[src/hw/rtl/icf_pkg.sv]
`default_nettype none
package icf_pkg;

   localparam int DEPTH_DEF = 16;
   localparam int WORD_W    = 32;
   localparam int TIMER_W   = 16;
   localparam int MODE_W    = 2;

   typedef enum logic [MODE_W-1:0] {
      MODE_OFF,
      MODE_FIRST,
      MODE_SECOND,
      MODE_BOTH
   } mode_type;

endpackage
`default_nettype wire

[src/hw/rtl/icf_ram.sv]
`default_nettype none
module icf_ram #(
   parameter int DEPTH = icf_pkg::DEPTH_DEF
) (
   input  wire logic                        clock,
   input  wire logic                        wr_en,
   input  wire logic [$clog2(DEPTH)-1:0]    wr_addr,
   input  wire logic [icf_pkg::WORD_W-1:0]  wr_data,
   input  wire logic                        rd_en,
   input  wire logic [$clog2(DEPTH)-1:0]    rd_addr,
   output logic      [icf_pkg::WORD_W-1:0]  rd_data
);

   logic [icf_pkg::WORD_W-1:0] mem [DEPTH];
   logic [icf_pkg::WORD_W-1:0] rd_data_ff;

   always_ff @(posedge clock) begin
      if (wr_en) begin
         mem[wr_addr] <= wr_data;
      end
      if (rd_en) begin
         rd_data_ff <= mem[rd_addr];
      end
   end

   assign rd_data = rd_data_ff;

endmodule
`default_nettype wire

[src/hw/rtl/input_capture_fifo.sv]
// Capture timestamp FIFO: one item per cycle, busy is low except during reset.
// The result of an item is shown with strobe in the cycle after it is taken.
// Throughput: one item per clock; the buffer RAM takes one write and one read a cycle.
// Reset (synchronous) empties the buffer and sets timer_mode to off; RAM contents
// are left as they are. The receiver cannot stall, so results are never held.
`default_nettype none
module input_capture_fifo #(
   parameter int DEPTH = icf_pkg::DEPTH_DEF
) (
   input  wire logic                          clock,
   input  wire logic                          reset,
   input  wire logic                          start,
   output logic                               busy,
   input  wire logic                          req_capture,
   input  wire logic [icf_pkg::TIMER_W-1:0]   req_timer_low_value,
   input  wire logic [icf_pkg::TIMER_W-1:0]   req_timer_high_value,
   input  wire logic                          req_pop_req,
   output logic                               strobe,
   output logic      [icf_pkg::WORD_W-1:0]    rsp_read_data,
   output logic                               rsp_read_valid,
   output logic                               rsp_not_empty,
   output logic                               rsp_full_res,
   input  wire logic                          csr_wr_en,
   input  wire logic [icf_pkg::MODE_W-1:0]    csr_wr_data
);

   localparam int AW = $clog2(DEPTH);
   localparam logic [AW-1:0] LAST = AW'(DEPTH - 1);

   icf_pkg::mode_type timer_mode_ff;
   logic [AW-1:0] head_ff, head_in;
   logic [AW-1:0] tail_ff, tail_in;
   logic          full_ff, full_in;

   logic          strobe_ff;
   logic          valid_ff;
   logic          not_empty_ff;
   logic          full_res_ff;
   logic          fwd_ff;
   logic [icf_pkg::WORD_W-1:0] fwd_data_ff;

   logic          accept;
   logic          push;
   logic          pop;
   logic          full_mid;
   logic          empty_mid;
   logic          fwd;
   logic [AW-1:0] tail_adv;
   logic [AW-1:0] head_adv;
   logic [icf_pkg::WORD_W-1:0] word;
   logic [icf_pkg::WORD_W-1:0] ram_rd_data;

   assign busy   = reset;
   assign accept = start & ~busy;

   always_comb begin
      if (timer_mode_ff == icf_pkg::MODE_BOTH) begin
         word = {req_timer_high_value, req_timer_low_value};
      end else begin
         word = {{(icf_pkg::WORD_W - icf_pkg::TIMER_W){1'b0}}, req_timer_low_value};
      end
   end

   assign tail_adv = (tail_ff == LAST) ? '0 : tail_ff + AW'(1);
   assign head_adv = (head_ff == LAST) ? '0 : head_ff + AW'(1);

   assign push      = accept & req_capture & ~full_ff & (timer_mode_ff != icf_pkg::MODE_OFF);
   assign tail_in   = push ? tail_adv : tail_ff;
   assign full_mid  = push ? (head_ff == tail_adv) : full_ff;
   assign empty_mid = (head_ff == tail_in) & ~full_mid;
   assign pop       = accept & req_pop_req & ~empty_mid;
   assign head_in   = pop ? head_adv : head_ff;
   assign full_in   = pop ? 1'b0 : full_mid;
   // word written and popped in the same step: RAM read would see stale data
   assign fwd       = push & (head_ff == tail_ff);

   icf_ram #(
      .DEPTH (DEPTH)
   ) u_ram (
      .clock   (clock),
      .wr_en   (push),
      .wr_addr (tail_ff),
      .wr_data (word),
      .rd_en   (pop),
      .rd_addr (head_ff),
      .rd_data (ram_rd_data)
   );

   always_ff @(posedge clock) begin
      if (reset) begin
         timer_mode_ff <= icf_pkg::MODE_OFF;
         head_ff       <= '0;
         tail_ff       <= '0;
         full_ff       <= 1'b0;
         strobe_ff     <= 1'b0;
         valid_ff      <= 1'b0;
         not_empty_ff  <= 1'b0;
         full_res_ff   <= 1'b0;
         fwd_ff        <= 1'b0;
      end else begin
         if (csr_wr_en) begin
            timer_mode_ff <= icf_pkg::mode_type'(csr_wr_data);
         end
         head_ff      <= head_in;
         tail_ff      <= tail_in;
         full_ff      <= full_in;
         strobe_ff    <= accept;
         valid_ff     <= pop;
         not_empty_ff <= ~((head_in == tail_in) & ~full_in);
         full_res_ff  <= full_in;
         fwd_ff       <= fwd;
      end
      fwd_data_ff <= word;
   end

   assign strobe         = strobe_ff;
   assign rsp_read_valid = strobe_ff & valid_ff;
   assign rsp_not_empty  = not_empty_ff;
   assign rsp_full_res   = full_res_ff;

   always_comb begin
      if (!valid_ff) begin
         rsp_read_data = '0;
      end else if (fwd_ff) begin
         rsp_read_data = fwd_data_ff;
      end else begin
         rsp_read_data = ram_rd_data;
      end
   end

endmodule
`default_nettype wire

[config.mk]
export PLATFORM = sky130hd
export DESIGN_NAME = input_capture_fifo
export DESIGN_NICKNAME = d
export VERILOG_FILES = /design/src/hw/rtl/icf_pkg.sv /design/src/hw/rtl/icf_ram.sv /design/src/hw/rtl/input_capture_fifo.sv
export SDC_FILE = /design/constraint.sdc
export NUM_CORES = 1
export LEC_CHECK = 0
export BUFFER_PORTS_ARGS = -buffer_cell sky130_fd_sc_hd__buf_2
export CAP_MARGIN = 20
export CORE_AREA = 3 3 199 201
export CTS_BUF_LIST = sky130_fd_sc_hd__clkbuf_16
export CTS_CLUSTER_SIZE = 10
export DETAILED_ROUTE_END_ITERATION = 7
export DIE_AREA = 0 0 202 204
export MAX_ROUTING_LAYER = met4
export PLACE_DENSITY = 0.8
export SETUP_SLACK_MARGIN = 0.4
export SYNTH_ARGS = -nofsm -noshare
export SYNTH_HDL_FRONTEND = slang
export SYNTH_SLANG_ARGS = --single-unit
[constraint.sdc]
create_clock -name clock -period 12 [get_ports clock]
set_clock_uncertainty 0.15 [all_clocks]
set_input_delay 1.2 -clock clock [delete_from_list [all_inputs] [get_ports clock]]
set_output_delay 1.2 -clock clock [all_outputs]
set_load 0.01 [all_outputs]
==> flow_summary.json <==
{
  "slew_headroom_pct": 30.9,
  "placed_area_um2": 23700,
  "hpwl_mm": 23.5,
  "clock_latency_ns": 0.57,
  "setup.worst_path.end_class": "primary output",
  "dieWidth_um": 202,
  "synth_seq_area_share_pct": 76.3,
  "syn-cell-area_um2": 22700,
  "cpPeakStageDelay_ns": 0.71,
  "io_buffer_count": 76,
  "synth-xor-area-share_pct": 0.574,
  "irDropWorstVdd_v": 0.0000928,
  "diodes": 0,
  "worstPathMaxFanout": 20,
  "dr.first_iter.drc_count": 1264,
  "leakage_uw": 0.00815,
  "cts_root_buffer": "clkbuf_16",
  "overflow": 0,
  "die_area_um2": 41200,
  "synthMuxAreaShare_pct": 17.5,
  "multiInputGateArea_um2": 5190,
  "cp.arrival_ns": 2.55,
  "globalplace.congestion": 0.825,
  "grt_pass1_wl_mm": 74.9,
  "synth_warnings": 0,
  "numClockSinks": 591,
  "numCtsBuffers": 69,
  "path_clk_slew_ns": 0.06,
  "hp-class": "reg -> reg",
  "status": "complete, no violations",
  "fp.dieH_um": 204,
  "startpoint_type": "flop",
  "postCtsHoldBufs": 0,
  "wl_mm": 50.2,
  "synth_compound_area_share_pct": 1.12,
  "cts_resized": 0,
  "grt_max_degree": 116,
  "synth_cells": 1008,
  "synth_async_sr_flop_share_pct": 0,
  "cap_violations": 0,
  "coreArea_um2": 37800,
  "netlist_top_cells_area": "edfxtp_1, mux4_2, dfxtp_1, mux2i_1, nor2b_1",
  "rsz0062_at_grt": "false",
  "start_util_pct": 60.0,
  "seqCellArea_um2": 17300,
  "postSynthAreaPerCell_um2": 22.5,
  "grtUsageMet3_pct": 4.70,
  "synthSimpleGateAreaFrac_pct": 2.98,
  "final_nets": 1169,
  "busiest_layer": "met2",
  "timing.fmax_mhz": 256,
  "setup_tns_ns": 0,
  "stdcell_area_um2": 25700,
  "antenna_found_initial": 0,
  "power.density_nw_per_um2": 161,
  "finalCriticalPeriod_ns": 3.90,
  "netlist.area_leader.share_pct": 72.1,
  "yosys.area.top_type": "edfxtp_1",
  "path_class": "reg -> out",
  "ant_nets": 0,
  "critPathTopFamily": "flip-flops",
  "syn_nets": 1053,
  "viasPerCell": 6.47,
  "fillerInstances": 2222,
  "h-tree-depth": 3,
  "cp.buffers_inverters": 2,
  "tightest_slew_ns": 1.04,
  "rows": 71,
  "grt_pass1_vias": 11400,
  "synth_cell_types": 57,
  "drc": 0,
  "synth-edff-count": 544,
  "post-cts-setup-buffer-count": 0,
  "area_growth_pct": 13.5,
  "grt_usage_pct": 26.0,
  "report.final.slew_viol_count": 0,
  "clk_path_buf_depth": 3,
  "grt_util_met2_pct": 39.7,
  "setup_viol_count_final": 0,
  "use_met1_pct": 35.4,
  "first_pass_iters": 5,
  "whs_ns": 0.529,
  "ys_ff_latch": 591,
  "final_hold_viol_count": 0,
  "cts_tree": "built",
  "synthAdderAreaFrac_pct": 0.276,
  "required_ns": 10.65,
  "synth-main-ff-cell": "edfxtp_1",
  "critPathSlowestCell": "dfxtp_2",
  "ios": 77,
  "wl_per_cell_um": 29.8,
  "synth_top_family_by_area": "multiplexers",
  "fin_crit_sh_pct": 32.5,
  "via_count": 10900,
  "drive_gt1_share_pct": 31.9,
  "worstPathCellList": "buf_4 -> mux2i_1 -> nor2b_1 -> buf_2"
}
-- stage by stage --
step | std cells | total power [uW] | utilization (%) | setup WS (ns)
6_report | 1683 | 4150 | 68.1 | 8.10
5_1_grt | 1683 | 4260 | 68.1 | 8.02
4_1_cts | 1683 | 4180 | 68.1 | 8.06
3_5_place_dp | 1564 | 2350 | 62.8 | 8.02
3_3_place_gp | 1564 | 2350 | 62.8 | 8.13
2_1_floorplan | 1008 | 2320 | - | 7.31
-- Yosys cell counts (2+ instances only) --
| library cell | count |
|---|---|
| mux2i_1 | 36 |
| xnor2_1 | 5 |
| a31oi_1 | 3 |
| inv_1 | 3 |
| nor2_1 | 32 |
| nor2b_1 | 34 |
| nand3_1 | 3 |
| ha_1 | 5 |
| xor2_1 | 3 |
| clkbuf_1 | 35 |
| nand4_1 | 2 |
| buf_1 | 7 |
| nor3_1 | 5 |
| a21oi_1 | 3 |
| dfxtp_1 | 47 |
| and2_4 | 2 |
| and3_1 | 17 |
| edfxtp_1 | 544 |
| nand2_1 | 13 |
| mux4_2 | 160 |
| buf_6 | 8 |
| a31oi_4 | 2 |
| a41oi_1 | 2 |
| and2_1 | 4 |
-- worst min-delay path, delay by kind of cell (launching register included) --
family,cells,cell delay [ns]
AOI/OAI and AO/OA,1,0.08
DFF,1,0.41
and+or+nand+nor,1,0.14
-- final timing paths --
| path | start | endpoint | slack (ns) | cells past startpoint |
|---|---|---|---|---|
| max reg2reg | tail_ff[2] | rsp_not_empty | 8.21 | 9 |
| min | rsp_full_res | rsp_full_res | 0.53 | 2 |
| max | fwd_ff | rsp_read_data[17] | 8.10 | 4 |
| min reg2reg | rsp_full_res | rsp_full_res | 0.53 | 2 |
-- cells by family (layout without fill, tap and decap cells) --
| logic type | Yosys count | in the layout |
|---|---|---|
| simple gates | 122 | 122 |
| buf+inv | 58 | 222 |
| mux | 196 | 196 |
| compound gates | 25 | 25 |
| xor+xnor | 11 | 11 |
| fa+ha+maj | 5 | 5 |
| flops | 591 | 591 |
-- per-layer routing --
layer | vias to the layer above | part of all wire (%)
li1 | 4432 | -
met4 | 0 | 3.5
met2 | 655 | 50
met1 | 5683 | 38
met5 | - | 0
met3 | 126 | 8.5
-- report_power, final --
part / switching (uW) / internal, uW / total [uW]
Combinational: 35.5 / 24.5 / 60.0
Clock: 758 / 1080 / 1840
Sequential: 6.69 / 2240 / 2250
-- registers in the layout, indices dropped and copies added (netlist names) --
register       count
valid_ff           1
fwd_data_ff       32
u_ram.rd_data     32
u_ram.mem        512
fwd_ff             1
rsp_full_res       1
strobe             1
timer_mode_ff      2
rsp_not_empty      1
head_ff            4
tail_ff            4
-- placed cells by master, fill, tap and decap left out, types with 4 or more instances in the layout --
cell type / n
edfxtp_1: 544
mux4_2: 160
buf_2: 76
clkbuf_16: 73
inv_1: 45
dfxtp_1: 42
mux2i_1: 36
nor2b_1: 34
buf_4: 22
nor2_1: 20
and3_1: 17
nand2_1: 13
nor2_4: 12
xnor2_1: 5
ha_1: 5
and2_1: 4
nor3_2: 4
-- final cells by class --
cell class	instances	area share, %
Clock buffer	73	7.11
Clock inverter	46	0.677
Inverter	4	0.0584
Multi-Input combinational cell	359	20.2
Sequential cell	591	67.3
Tap cell	511	2.49
Timing Repair Buffer	99	2.20
Note: power is estimated with default switching activity, not from simulation.
